## config.mk

```make
export PLATFORM = sky130hd
export DESIGN_NAME = adc_channel_scan_averager
export DESIGN_NICKNAME = d
export VERILOG_FILES = /design/src/design/acsa_pkg.sv /design/src/design/acsa_accum.sv /design/src/design/acsa_out.sv /design/src/design/adc_channel_scan_averager.sv
export SDC_FILE = /design/constraint.sdc
export NUM_CORES = 1
export LEC_CHECK = 0
export BUFFER_PORTS_ARGS = -buffer_cell sky130_fd_sc_hd__clkbuf_2
export CAP_MARGIN = 20
export CORE_MARGIN = 10
export CORE_UTILIZATION = 57
export CTS_BUF_LIST = sky130_fd_sc_hd__clkbuf_8
export DETAILED_ROUTE_END_ITERATION = 7
export PLACE_DENSITY_LB_ADDON = 0.12
export SETUP_SLACK_MARGIN = 0.05
export SYNTH_ARGS = -nofsm -noshare
export SYNTH_HDL_FRONTEND = slang
export SYNTH_SLANG_ARGS = --single-unit
```

## constraint.sdc

```tcl
create_clock -name clk_i -period 5.66 [get_ports clk_i]
set_input_delay 0.283 -clock clk_i [delete_from_list [all_inputs] [get_ports clk_i]]
set_output_delay 0.283 -clock clk_i [all_outputs]
set_load 0.05 [all_outputs]
```

## src/design/acsa_pkg.sv

```systemverilog
// Shared types, constants and channel tables for the ADC channel scan averager.
`timescale 1ns / 1ps
package acsa_pkg;

  localparam int unsigned NUM_SLOTS = 5;
  localparam int unsigned SLOT_W    = 3;
  localparam int unsigned CHAN_W    = 3;
  localparam int unsigned SAMPLE_W  = 10;
  localparam int unsigned VALUE_W   = 10;
  localparam int unsigned PEND_W    = 3;

  localparam logic [SLOT_W-1:0] FIRST_SLOT = SLOT_W'(0);
  localparam logic [SLOT_W-1:0] LAST_SLOT  = SLOT_W'(4);

  localparam logic KIND_REQ = 1'b0;
  localparam logic KIND_AVG = 1'b1;

  // Result of one accepted item, handed to the output stage
  typedef struct packed {
    logic              done;
    logic [CHAN_W-1:0] chan;
  } acsa_req_t;

  // Scan position to analogue channel: 0, 1, 2, 4, 5
  function automatic logic [CHAN_W-1:0] slot_channel(input logic [SLOT_W-1:0] s);
    logic [CHAN_W-1:0] c;
    case (s)
      3'd0:    c = 3'd0;
      3'd1:    c = 3'd1;
      3'd2:    c = 3'd2;
      3'd3:    c = 3'd4;
      default: c = 3'd5;
    endcase
    return c;
  endfunction

  // Averages go out as pot, temperature, X, Y, lever
  function automatic logic [SLOT_W-1:0] report_slot(input logic [SLOT_W-1:0] i);
    logic [SLOT_W-1:0] s;
    case (i)
      3'd0:    s = 3'd4;
      3'd1:    s = 3'd3;
      3'd2:    s = 3'd0;
      3'd3:    s = 3'd1;
      default: s = 3'd2;
    endcase
    return s;
  endfunction

endpackage

```

## src/design/acsa_accum.sv

```systemverilog
// Scan position, round counter and per-channel accumulators.
`timescale 1ns / 1ps
module acsa_accum #(
  parameter int unsigned ROUNDS = 8,
  parameter int unsigned SUM_W  = 13,
  parameter int unsigned SMP_W  = 10
) (
  input  logic                                       clk_i,
  input  logic                                       rst_ni,
  input  logic                                       take_i,
  input  logic [SMP_W-1:0]                           sample_i,
  output acsa_pkg::acsa_req_t                        req_o,
  output logic [acsa_pkg::NUM_SLOTS-1:0][SUM_W-1:0]  sums_o
);
  import acsa_pkg::*;

  localparam int unsigned RC_W = $clog2(ROUNDS);
  localparam logic [RC_W-1:0] RC_LAST = RC_W'(ROUNDS - 1);

  logic [SLOT_W-1:0]                  slot_q, slot_d, cur, next_slot;
  logic [RC_W-1:0]                    round_q, round_d;
  logic [NUM_SLOTS-1:0][SUM_W-1:0]    sum_q, sum_d, sum_upd;
  logic                               done;

  always_comb begin
    cur = (slot_q > LAST_SLOT) ? LAST_SLOT : slot_q;
    for (int unsigned i = 0; i < NUM_SLOTS; i++) begin
      sum_upd[i] = sum_q[i] + ((cur == SLOT_W'(i)) ? SUM_W'(sample_i) : '0);
    end
    done      = (cur == LAST_SLOT) && (round_q == RC_LAST);
    next_slot = (cur == LAST_SLOT) ? FIRST_SLOT : cur + SLOT_W'(1);

    slot_d  = slot_q;
    round_d = round_q;
    sum_d   = sum_q;
    if (take_i) begin
      slot_d = next_slot;
      if (cur == LAST_SLOT) begin
        round_d = done ? '0 : round_q + RC_W'(1);
      end
      sum_d = done ? '0 : sum_upd;
    end
  end

  always_ff @(posedge clk_i or negedge rst_ni) begin
    if (!rst_ni) begin
      slot_q  <= LAST_SLOT;
      round_q <= '0;
      sum_q   <= '0;
    end else begin
      slot_q  <= slot_d;
      round_q <= round_d;
      sum_q   <= sum_d;
    end
  end

  assign req_o.done = done;
  assign req_o.chan = slot_channel(next_slot);
  assign sums_o     = sum_upd;

endmodule

```

## src/design/acsa_out.sv

```systemverilog
// Output register with the averages snapshot and its drain sequence.
`timescale 1ns / 1ps
module acsa_out #(
  parameter int unsigned ROUNDS = 8,
  parameter int unsigned SUM_W  = 13
) (
  input  logic                                       clk_i,
  input  logic                                       rst_ni,
  input  logic                                       take_i,
  input  acsa_pkg::acsa_req_t                        req_i,
  input  logic [acsa_pkg::NUM_SLOTS-1:0][SUM_W-1:0]  sums_i,
  output logic                                       accept_ok_o,
  output logic                                       out_valid_o,
  input  logic                                       out_ready_i,
  output logic                                       kind_o,
  output logic [acsa_pkg::CHAN_W-1:0]                channel_o,
  output logic [acsa_pkg::VALUE_W-1:0]               value_o,
  output logic                                       last_o
);
  import acsa_pkg::*;

  // sum / ROUNDS as multiply by rounded-up reciprocal; exact for sums below 2**SUM_W
  localparam int unsigned SHIFT   = SUM_W + $clog2(ROUNDS);
  localparam int unsigned RECIP_W = SUM_W + 1;
  localparam int unsigned PROD_W  = SUM_W + RECIP_W;
  localparam logic [RECIP_W-1:0] RECIP =
    RECIP_W'(((64'd1 << SHIFT) + 64'(ROUNDS) - 64'd1) / 64'(ROUNDS));

  logic                               valid_q, valid_d;
  logic                               kind_q, kind_d, last_q, last_d;
  logic [CHAN_W-1:0]                  chan_q, chan_d;
  logic [VALUE_W-1:0]                 value_q, value_d;
  logic [NUM_SLOTS-1:0][SUM_W-1:0]    snap_q, snap_d;
  logic [PEND_W-1:0]                  pend_q, pend_d;
  logic [SLOT_W-1:0]                  rd_idx;
  logic [PROD_W-1:0]                  prod, quot;
  logic                               out_free;

  assign out_free    = !valid_q || out_ready_i;
  assign accept_ok_o = out_free && (pend_q == '0);

  always_comb begin
    rd_idx = SLOT_W'(NUM_SLOTS) - SLOT_W'(pend_q);
    prod   = PROD_W'(snap_q[rd_idx]) * PROD_W'(RECIP);
    quot   = prod >> SHIFT;

    valid_d = valid_q;
    kind_d  = kind_q;
    chan_d  = chan_q;
    value_d = value_q;
    last_d  = last_q;
    snap_d  = snap_q;
    pend_d  = pend_q;

    if (take_i) begin
      valid_d = 1'b1;
      kind_d  = KIND_REQ;
      chan_d  = req_i.chan;
      value_d = '0;
      last_d  = !req_i.done;
      if (req_i.done) begin
        for (int unsigned i = 0; i < NUM_SLOTS; i++) begin
          snap_d[i] = sums_i[report_slot(SLOT_W'(i))];
        end
        pend_d = PEND_W'(NUM_SLOTS);
      end
    end else if ((pend_q != '0) && out_free) begin
      valid_d = 1'b1;
      kind_d  = KIND_AVG;
      chan_d  = slot_channel(report_slot(rd_idx));
      value_d = quot[VALUE_W-1:0];
      last_d  = (pend_q == PEND_W'(1));
      pend_d  = pend_q - PEND_W'(1);
    end else if (out_ready_i) begin
      valid_d = 1'b0;
    end
  end

  always_ff @(posedge clk_i or negedge rst_ni) begin
    if (!rst_ni) begin
      valid_q <= 1'b0;
      pend_q  <= '0;
    end else begin
      valid_q <= valid_d;
      pend_q  <= pend_d;
    end
  end

  always_ff @(posedge clk_i) begin
    kind_q  <= kind_d;
    chan_q  <= chan_d;
    value_q <= value_d;
    last_q  <= last_d;
    snap_q  <= snap_d;
  end

  assign out_valid_o = valid_q;
  assign kind_o      = kind_q;
  assign channel_o   = chan_q;
  assign value_o     = value_q;
  assign last_o      = last_q;

endmodule

```

## src/design/adc_channel_scan_averager.sv

```systemverilog
// Top level of the ADC channel scan averager.
`timescale 1ns / 1ps
// Each item is one conversion of the selected channel; the scan runs 0, 1, 2, 4, 5
// and starts at channel 5 after reset. Every item gives a request naming the next
// channel; after ROUNDS rounds it is followed by five averages (pot, temperature,
// X, Y, lever), the last one flagged. An item is taken every cycle while the output
// register is free; each completed block is followed by a drain in which the five
// averages leave the snapshot through the single reciprocal multiplier and
// no item is taken. Samples use the low SAMPLE_BITS bits (at most 10).
module adc_channel_scan_averager #(
  parameter int unsigned ROUNDS      = 8,
  parameter int unsigned SAMPLE_BITS = 10
) (
  input  logic                               clk_i,
  input  logic                               rst_ni,
  input  logic                               in_valid_i,
  output logic                               in_ready_o,
  input  logic [acsa_pkg::SAMPLE_W-1:0]      sample_i,
  output logic                               out_valid_o,
  input  logic                               out_ready_i,
  output logic                               kind_o,
  output logic [acsa_pkg::CHAN_W-1:0]        channel_o,
  output logic [acsa_pkg::VALUE_W-1:0]       value_o,
  output logic                               last_o
);
  import acsa_pkg::*;

  localparam int unsigned SMP_W = (SAMPLE_BITS < SAMPLE_W) ? SAMPLE_BITS : SAMPLE_W;
  localparam int unsigned SUM_W = SMP_W + $clog2(ROUNDS);

  logic                               take;
  acsa_req_t                          req;
  logic [NUM_SLOTS-1:0][SUM_W-1:0]    sums;

  assign take = in_valid_i && in_ready_o;

  acsa_accum #(
    .ROUNDS (ROUNDS),
    .SUM_W  (SUM_W),
    .SMP_W  (SMP_W)
  ) u_accum (
    .clk_i    (clk_i),
    .rst_ni   (rst_ni),
    .take_i   (take),
    .sample_i (sample_i[SMP_W-1:0]),
    .req_o    (req),
    .sums_o   (sums)
  );

  acsa_out #(
    .ROUNDS (ROUNDS),
    .SUM_W  (SUM_W)
  ) u_out (
    .clk_i       (clk_i),
    .rst_ni      (rst_ni),
    .take_i      (take),
    .req_i       (req),
    .sums_i      (sums),
    .accept_ok_o (in_ready_o),
    .out_valid_o (out_valid_o),
    .out_ready_i (out_ready_i),
    .kind_o      (kind_o),
    .channel_o   (channel_o),
    .value_o     (value_o),
    .last_o      (last_o)
  );

endmodule
```

Word level (Yosys, flattened, before mapping)
Index checks and enable logic that the tools add are counted.
Operators by class
  equality and inequality tests: 16
  bitwise gates (word level): 0
  shift-type cells: 0
  $mul: 0
  divide/modulo/power cells: 0
  order comparisons: 7
  add/subtract/negate cells: 9
  reductions and logical operators: 18
  muxes and demuxes: 46
Operators with widths (count)
  13-bit binary-select mux with 3-bit select: 6
  13-bit two-way mux: 6
  13-bit adder: 5
  65-bit two-way mux: 1
  3-bit two-way mux: 20
  10-bit two-way mux: 5
  3-bit one-hot mux with 4 select lines: 3
  3-bit by 2-bit equality test with 1-bit output, second input constant: 8
  3-bit by 4-bit less-than comparator with 1-bit output, second input constant: 6
  3-bit by 1-bit equality test with 1-bit output, second input constant: 5
  3-bit logical NOT: 5
  3-bit by 1-bit adder with 3-bit output, second input constant: 2
  3-bit equality test, second input constant: 2
  2-bit AND reduction: 3
  3-bit nonzero test: 2
  1-bit two-way mux: 5
  1-bit logical AND: 4
  3-bit greater-than comparator, second input constant: 1
  3-bit by 1-bit subtractor with 3-bit output, second input constant: 1
  3-bit subtractor, first input constant: 1
  1-bit logical NOT: 2
  2-bit by 1-bit != test with 1-bit output, second input constant: 1
  2-bit nonzero test: 1
  1-bit logical OR: 1
Word-level totals
  bits in registers: 155
  bits in latches: 0
  input bits: 14
  word-level logic and storage cells: 114
  RAM bits: 0
  ROM bits: 0
  memories: 0

Depth between registers and ports, before layout
Gate-level depths: netlist (run 1).
  depth after elaboration: 9
  mapped depth: 16

Cells and area by module
Synthesis (run 1) repeated with hierarchy kept, for this count alone.
Second synthesis, totals
  cells, all modules: 784
  area total of the unflattened synthesis: 8400.6 um2
Modules (own cells, without submodules)
  acsa_accum: cells each 622, area each 5680.4 um2, seq. area each 1778.0 um2, times used 1
  acsa_out: cells each 161, area each 2713.9 um2, seq. area each 1941.9 um2, times used 1
  adc_channel_scan_averager: cells each 1, area each 6.3 um2, seq. area each 0.0 um2, times used 1

Worst setup path before layout (run 1)
Ideal clock, no wire load.
  kind: register -> register
  start point: register u_accum.slot_q[2]
  end point: register u_out.pend_q[1]
  clock period less this slack: 4369 ps
  slack: 1291 ps
  buffers on the path: 4
  stages on the path, launching flop included: 12
  arrival: 4110 ps
  data required time: 5401 ps
  cell sequence: dfstp_2 -> clkbuf_1 -> inv_1 -> nand2_1 -> ha_1 -> and2_1 -> buf_4 -> nand2_1 -> buf_2 -> buf_6 -> nor2_1 -> o22ai_1
On the way
  cells in the longest elaborated chain, start to end: 6
Ends and longest elaborated chain
  from (decl): line acsa_accum.sv:20  | logic [SLOT_W-1:0] slot_q, slot_d, cur, next_slot;
  from (signal assigned): line acsa_accum.sv:51  | slot_q <= slot_d;
  3-bit greater-than comparator: line acsa_accum.sv:26  | cur = (slot_q > LAST_SLOT) ? LAST_SLOT : slot_q;
  3-bit two-way mux (*): line acsa_accum.sv:26
  3-bit equality test (*): line acsa_accum.sv:30  | done = (cur == LAST_SLOT) && (round_q == RC_LAST);
  1-bit logical AND (*): line acsa_accum.sv:30
  2-bit by 1-bit != test with 1-bit output (no source line) (*)
  2-bit AND reduction (no source line) (*)
  to (signal assigned): line acsa_out.sv:85  | pend_q <= pend_d;
  to (decl): line acsa_out.sv:34  | logic [PEND_W-1:0] pend_q, pend_d;
Every way passes the cells marked *; elsewhere a longest branch is shown, timed or not.
A chain may end at the register's enable or synchronous reset.

==> results of run 1 <==
-- sequential cells by signal, indices dropped and copies added, names as in the netlist --
signal,cells
u_accum.sum_q,65
u_out.snap_q,50
u_out.value_o,10
u_accum.round_q,3
u_accum.slot_q,3
u_out.channel_o,3
u_out.pend_q,3
u_out.kind_o,1
u_out.last_o,1
u_out.out_valid_o,1
-- cell families after synthesis --
family          Yosys count  share of synthesized area, %
mux                      11                          1.47
simple gates            255                          15.5
flops                   140                          44.5
xor+xnor                 42                          4.49
compound gates          230                          20.4
fa+ha+maj                68                          10.6
buf+inv                  62                          3.11
-- cells in the final DEF (no fill, tap or decap), types with 12 or more instances in the layout --
cell      instances
a21o_1           19
a21oi_1          40
a221oi_1         20
a22o_1           29
and2_1           44
clkbuf_2         29
clkbuf_8         20
dfrtp_1          74
edfxtp_1         54
ha_1             63
inv_1            33
nand2_1          73
nand3_1          23
nor2_1           43
nor2b_1          12
o21ai_0          26
o31ai_1          14
xnor2_1          27
xor2_1           14
-- power groups by stage --
stage / Clock [mW] / Combinational [mW] / Sequential (mW)
6_report: 0.789 / 1.95 / 1.55
5_1_grt: 0.842 / 2.16 / 1.59
4_1_cts: 0.801 / 1.93 / 1.55
3_5_place_dp: 0 / 1.92 / 1.57
3_3_place_gp: 0 / 1.85 / 1.55
2_1_floorplan: 0 / 1.35 / 1.67
-- through the flow --
step / cells / area, um2 / hold slack [ps] / util (%)
after global routing: 1030 / 9070 / 72.5 / 62.7
final: 1030 / 9070 / 79.8 / 62.7
after detailed placement: 996 / 8650 / 466 / 59.8
after floorplan: 808 / 8360 / -12.6 / -
after CTS: 1028 / 9040 / 46.0 / 62.4
after global placement: 996 / 8650 / 452 / 59.8
-- final cells by class --
| class | count | area, um2 | area share, % |
|---|---|---|---|
| clock buffers | 20 | 275 | 3.03 |
| inverters | 29 | 109 | 1.20 |
| multi-input cells | 606 | 4390 | 48.4 |
| clock inverters | 12 | 108 | 1.19 |
| flip-flops and latches | 140 | 3720 | 41.0 |
| well taps | 184 | 230 | 2.54 |
| repair buffers | 39 | 243 | 2.68 |
-- per-layer routing --
metal / vias to the layer above / track usage [%]
li1: 3031 / -
met1: 3109 / 28.2
met2: 170 / 34.2
met3: 20 / 4.53
met4: 0 / 6.52
met5: - / 0
-- worst min path at each step --
stage / start / end
detailed placement: u_accum.sum_q[39]$_DFFE_PN0P_ / u_accum.sum_q[39]$_DFFE_PN0P_
global route: in_valid_i / u_out.out_valid_o$_DFFE_PN0P_
CTS: rst_ni / u_accum.sum_q[52]$_DFFE_PN0P_
floorplan: rst_ni / u_accum.round_q[0]$_DFFE_PN0P_
global placement: u_out.kind_o$_SDFFE_PP0P_ / u_out.kind_o$_SDFFE_PP0P_
finish: in_valid_i / u_out.out_valid_o$_DFFE_PN0P_
==> summary.md, run 1 <==
| Metric | Value |
|---|---|
| Status | `finished, final reports clean` |
| CTS Buffer Depth | `2` |
| Max_cap viols | `0` |
| Ports | `31` |
| Buffers on Ports | `30` |
| Antenna violations before repair | `0` |
| Worst EP required | `5850 ps` |
| Flop2flop setup slack | `1700 ps` |
| Drt total wl | `20.7 mm` |
| Syn_nets | `890` |
| Antenna-violating nets left | `0` |
| Num CTS Buffers | `17` |
| Die H | `141 um` |
| Primary FF master, synth | `dfrtp_1` |
| # rows | `44` |
| Crit-path leading delay family | `simple AND/OR/NAND/NOR gates` |
| Clk root buf | `clkbuf_8` |
| Reg power frac | `36.2%` |
| Syn Area/Cell | `10.3 um2` |
| Largest net degree at the start of global routing | `76` |
| Core Footprint | `14500 um2` |
| Cell Pwr Density | `473 nW/um2` |
| Worst setup endpoint | `u_out.snap_q[38]$_DFFE_PP_` |
| Arrival time of the worst setup path | `4150 ps` |
| Most area-hungry cell type in the Yosys netlist | `dfrtp_1` |
| Leakage power | `4.11 nW` |
| Ratio of final minimum period to clock period | `69.9%` |
| Layout cells sized above 1 | `12.5%` |
| Switching share of power | `41.1%` |
| Post-CTS Hold Fix Bufs | `0` |
| Comb pwr share | `45.4%` |
| Power Internal | `2.53 mW` |
| Clk pwr share | `18.4%` |
| Post_cts resized | `0` |
| Htree depth | `4` |
| Avg WL per Cell | `20.1 um` |
| Buf/Inv on CP | `2` |
| EDFF count, synth | `54` |
| DP Worst Slack | `1720 ps` |
| Hpwl dp | `14.6 mm` |
| RR Startpoint | `u_accum.slot_q[2]$_DFFE_PN1P_` |
| Stages on worst setup path | `14` |
| Starting Density | `57.8%` |
| Crit path cell chain | `inv_1 > nand2_1 > ha_1 > nor2b_1 > and2_1 > ha_1 > inv_1 > fa_1 > and2b_1 > o21a_1 > o21ai_2 > a211o_1 > a21oi_1 > xor2_1` |
| Clock slew at reported path FFs | `80 ps` |
| Number of global-route vias before repair | `6483` |
| Skew final | `11.8 ps` |
| Final Critical Period | `3960 ps` |
| Die ar. | `19900 um2` |
| Asr flop ratio synth | `53.6%` |
| Distinct cells, synth | `77` |
| Worst hold path class | `input pin to flop` |
| Crit path from | `u_accum.slot_q[2]$_DFFE_PN1P_` |
| # clock sinks | `140` |
| Nets@finish | `915` |
| Final setup viols | `0` |
| Placer Congestion | `0.952` |
| Sequential cell area fraction in the yosys report | `44.5%` |
| Netlist Area Pre-Place | `8360 um2` |
| P_sw | `1.76 mW` |
| Synth top cells by count | `dfrtp_1 (74), nand2_1 (73), ha_1 (63), edfxtp_1 (54)` |
| Most frequent cell after synthesis | `dfrtp_1` |
| Slew @ Worst Pin | `1070 ps` |
| WS Path Type | `flop to flop` |
| DR iter-0 viols | `463` |
| Yosys warns | `0` |
| First-pass detailed-route iteration total | `5` |
| R2r worst-path depth | `14` |
| Synth top area share | `22.1%` |
| # fillers | `1200` |
| Setup_tns | `0 ps` |
| Synthesis-to-layout area growth | `8.51%` |
| RSZ-0062 raised after global routing | `no` |
| Worst IR Drop VDD | `208 uV` |
| Via Count | `6330` |
| Crit end category | `flop` |
| DR DRC count | `0` |
| TritonCTS clock tree | `yes` |
| Worst setup SP type | `flop` |
| Met2 WL post-DR | `9.91 mm` |
| Power, Total | `4.29 mW` |
| M1 WL | `9.36 mm` |
| Met3 Routed Length | `1.17 mm` |
| Slowest CP cell | `dfstp_2` |
| Worst-Skew Late Latency | `450 ps` |
| #FFs+latches synth | `140` |
| Maximum fanout along the worst path | `16` |
| Slew HR | `28.9%` |
| Antenna fix cells | `0` |
| FMAX | `253 MHz` |
| Width of the die | `141 um` |
| Post-Synthesis Cells | `808` |
| Hold Path Stages | `2` |
| Top Layer Used | `met4` |
| Slew Viols, Final | `0` |
| Crit path largest cell delay | `650 ps` |
| Remaining global-route overflow | `0` |
| Number of setup buffers added after CTS | `0` |
| PnR worst setup slack | `1700 ps` |
| GRT Total Usage | `21.3%` |
| Fin. Hold Viols | `0` |
| Via/cell ratio | `6.15` |
| Reg2reg end | `u_out.snap_q[38]$_DFFE_PP_` |
| First-pass GRT wire length | `34.0 mm` |
| Synth area leaders | `dfrtp_1 (22%), edfxtp_1 (19%), ha_1 (9.4%)` |
(Power assumes the default switching activity.)
==> run 2: changes to the inputs <==
==> constraint.sdc (replaced) <==
create_clock -name clk_i -period 3.8 [get_ports clk_i]
set_input_delay 0.19 -clock clk_i [delete_from_list [all_inputs] [get_ports clk_i]]
set_output_delay 0.19 -clock clk_i [all_outputs]
set_load 0.05 [all_outputs]
==> summary.md, run 2 (synthesized netlist as in run 1, its figures left out) <==
| Metric | Value |
|---|---|
| Final Critical Period | `3570 ps (was 3960 ps)` |
| Remaining global-route overflow | `0 (unchanged)` |
| Biggest register | `u_accum.sum_q (unchanged)` |
| Leakage power | `4.19 nW (was 4.11 nW)` |
| M1 WL | `10.0 mm (was 9.36 mm)` |
| Cell Area, Placed | `8770 um2 (was 8650 um2)` |
| # rows | `44 (unchanged)` |
| Largest net degree at the start of global routing | `76 (unchanged)` |
| WS Path Type | `flop to flop (unchanged)` |
| Slew Viols, Final | `0 (unchanged)` |
| Htree depth | `4 (unchanged)` |
| Core Footprint | `14500 um2 (unchanged)` |
| FF/Latch Area | `3720 um2 (unchanged)` |
| Nets@finish | `931 (was 915)` |
| Power, Total | `6.58 mW (was 4.29 mW)` |
| Antenna violations before repair | `1 (was 0)` |
| PnR worst setup slack | `227 ps (was 1700 ps)` |
| TritonCTS clock tree | `yes (unchanged)` |
| Slowest CP cell | `dfstp_2 (unchanged)` |
| Ports | `31 (unchanged)` |
| Cell Pwr Density | `710 nW/um2 (was 473 nW/um2)` |
| First-pass GRT wire length | `34.3 mm (was 34.0 mm)` |
| Reg2reg end | `u_out.snap_q[24]$_DFFE_PP_ (was u_out.snap_q[38]$_DFFE_PP_)` |
| Ratio of final minimum period to clock period | `94.0% (was 69.9%)` |
| Fin. Hold Viols | `0 (unchanged)` |
| RSZ-0062 raised after global routing | `no (unchanged)` |
| Worst setup SP type | `flop (unchanged)` |
| Most used cell, CP | `ha_1` |
| Flop2flop setup slack | `230 ps (was 1700 ps)` |
| Fin area | `9260 um2 (was 9070 um2)` |
| Clock slew at reported path FFs | `80 ps (about the same)` |
| Avg WL per Cell | `20.7 um (was 20.1 um)` |
| Arrival time of the worst setup path | `3790 ps (was 4150 ps)` |
| DR DRC count | `0 (unchanged)` |
| Max_cap viols | `0 (unchanged)` |
| GRT Total Usage | `21.7% (was 21.3%)` |
| Drt total wl | `21.7 mm (was 20.7 mm)` |
| Antenna fix cells | `0 (unchanged)` |
| Slew @ Worst Pin | `987 ps (was 1070 ps)` |
| Clk root buf | `clkbuf_8 (unchanged)` |
| Via/cell ratio | `6.31 (was 6.15)` |
| Commonest non-fill, non-tap cells in the layout | `dfrtp_1 (74), nand2_1 (73), ha_1 (62) (was dfrtp_1 (74), nand2_1 (73), ha_1 (63))` |
| Starting Density | `57.8% (unchanged)` |
| Crit end category | `flop (unchanged)` |
| Crit path cell chain | `inv_1 > nand2_1 > inv_1 > ha_1 > ha_1 > and2_1 > ha_1 > nand2_1 > nor2_1 > a21boi_0 > o21a_1 > o21a_1 > xnor2_1 (was inv_1 > nand2_1 > ha_1 > nor2b_1 > and2_1 > ha_1 > inv_1 > fa_1 > and2b_1 > o21a_1 > o21ai_2 > a211o_1 > a21oi_1 > xor2_1)` |
| Number of global-route vias before repair | `6444 (was 6483)` |
| Buffers on Ports | `30 (unchanged)` |
| # fillers | `1150 (was 1200)` |
| First-pass detailed-route iteration total | `5 (unchanged)` |
| Met3 Routed Length | `1.32 mm (was 1.17 mm)` |
| Synthesis-to-layout area growth | `10.7% (was 8.51%)` |
| Worst hold path class | `input pin to asynchronous set/reset pin (was input pin to flop)` |
| Largest register FFs | `65 (unchanged)` |
| DP Worst Slack | `173 ps (was 1720 ps)` |
| Worst IR Drop VDD | `377 uV (was 208 uV)` |
| Crit path largest cell delay | `610 ps (was 650 ps)` |
| Final std cells w/o fill | `1046 (was 1030)` |
| RR Startpoint | `u_accum.slot_q[2]$_DFFE_PN1P_ (unchanged)` |
| # clock sinks | `140 (unchanged)` |
| R2r worst-path depth | `13 (was 14)` |
| Met2 WL post-DR | `9.96 mm (was 9.91 mm)` |
| Layout cells sized above 1 | `14.4% (was 12.5%)` |
| Slew HR | `33.9% (was 28.9%)` |
| Crit-path leading delay family | `compound AO/OA/AOI/OAI gates (was simple AND/OR/NAND/NOR gates)` |
| Hpwl dp | `15.3 mm (was 14.6 mm)` |
| Placed insts | `1008 (was 996)` |
| Placer Congestion | `0.963 (was 0.952)` |
| Setup_tns | `0 ps (unchanged)` |
| Final setup viols | `0 (unchanged)` |
| Via Count | `6601 (was 6330)` |
| Worst EP required | `4020 ps (was 5850 ps)` |
| Num CTS Buffers | `17 (unchanged)` |
| Width of the die | `141 um (unchanged)` |
| DR iter-0 viols | `565 (was 463)` |
| Die H | `141 um (unchanged)` |
| Most common cell after layout, fill and taps aside | `dfrtp_1 (unchanged)` |
| Top Layer Used | `met5 (was met4)` |
| Area of the multi-input gates | `4410 um2 (was 4390 um2)` |
| FMAX | `280 MHz (was 253 MHz)` |
| Worst-Skew Late Latency | `460 ps (was 450 ps)` |
| Buf/Inv on CP | `2 (unchanged)` |
| CTS Buffer Depth | `2 (unchanged)` |
| Skew final | `9.42 ps (was 11.8 ps)` |
| Maximum fanout along the worst path | `10 (was 16)` |
| Die ar. | `19900 um2 (unchanged)` |
| Antenna-violating nets left | `0 (unchanged)` |
| Status | `finished, final reports clean (unchanged)` |
run 2: cell count changes in the layout (fill, tap and decap cells not counted), sizes merged:
cell,delta
buf,+15
clkbuf,-2
inv,-4
clkinv,+5
dlygate4sd3,+1
bufinv,+1
run 2: repair_timing:
action,CTS,global route
endpoints found under the setup margin,0,16
setup buffers,0,3
hold buffers,2,0
endpoints found under the hold margin,75,0
resized for setup,0,6
run 2: worst max-delay path by stage:
stage / start / to / slack [ps] / depth (start not counted)
after floorplan: u_accum.slot_q[2]$_DFFE_PN1P_ / u_out.snap_q[38]$_DFFE_PP_ / 160 / 16
after global placement: u_accum.slot_q[2]$_DFFE_PN1P_ / u_out.snap_q[64]$_DFFE_PP_ / 370 / 14
after detailed placement: u_accum.slot_q[2]$_DFFE_PN1P_ / u_out.snap_q[64]$_DFFE_PP_ / 170 / 14
after CTS: u_accum.slot_q[2]$_DFFE_PN1P_ / u_out.snap_q[64]$_DFFE_PP_ / 150 / 14
after global routing: u_accum.slot_q[2]$_DFFE_PN1P_ / u_out.snap_q[25]$_DFFE_PP_ / 70 / 13
final: u_accum.slot_q[2]$_DFFE_PN1P_ / u_out.snap_q[24]$_DFFE_PP_ / 230 / 13
run 2: final cells by class:
| cell class | instances | share of cell area (%) |
|---|---|---|
| multi-input combinational | 606 | 47.6 |
| clock buffer | 18 | 2.68 |
| timing repair buffer | 55 | 4.22 |
| tap | 184 | 2.49 |
| sequential | 140 | 40.2 |
| inverter | 29 | 1.18 |
| clock inverter | 14 | 1.64 |
run 2: stage by stage:
step                hold WS [ps]  utilization [%]
finish                       175             63.9
global route                 205             63.9
CTS                          162             63.5
detailed placement           440             60.6
global placement             426             60.6
floorplan                   -106                -
run 2: where the power goes:
group | total (mW) | switching (mW) | internal (mW)
clock | 1.24 | 0.583 | 0.654
combinational | 3.07 | 1.87 | 1.20
sequential | 2.27 | 0.233 | 2.03
run 2: routing by layer:
metal | vias up | GRT usage, %
met5 | - | 0
met3 | 28 | 5.17
li1 | 3088 | -
met4 | 2 | 6.47
met2 | 215 | 33.7
met1 | 3268 | 29.5
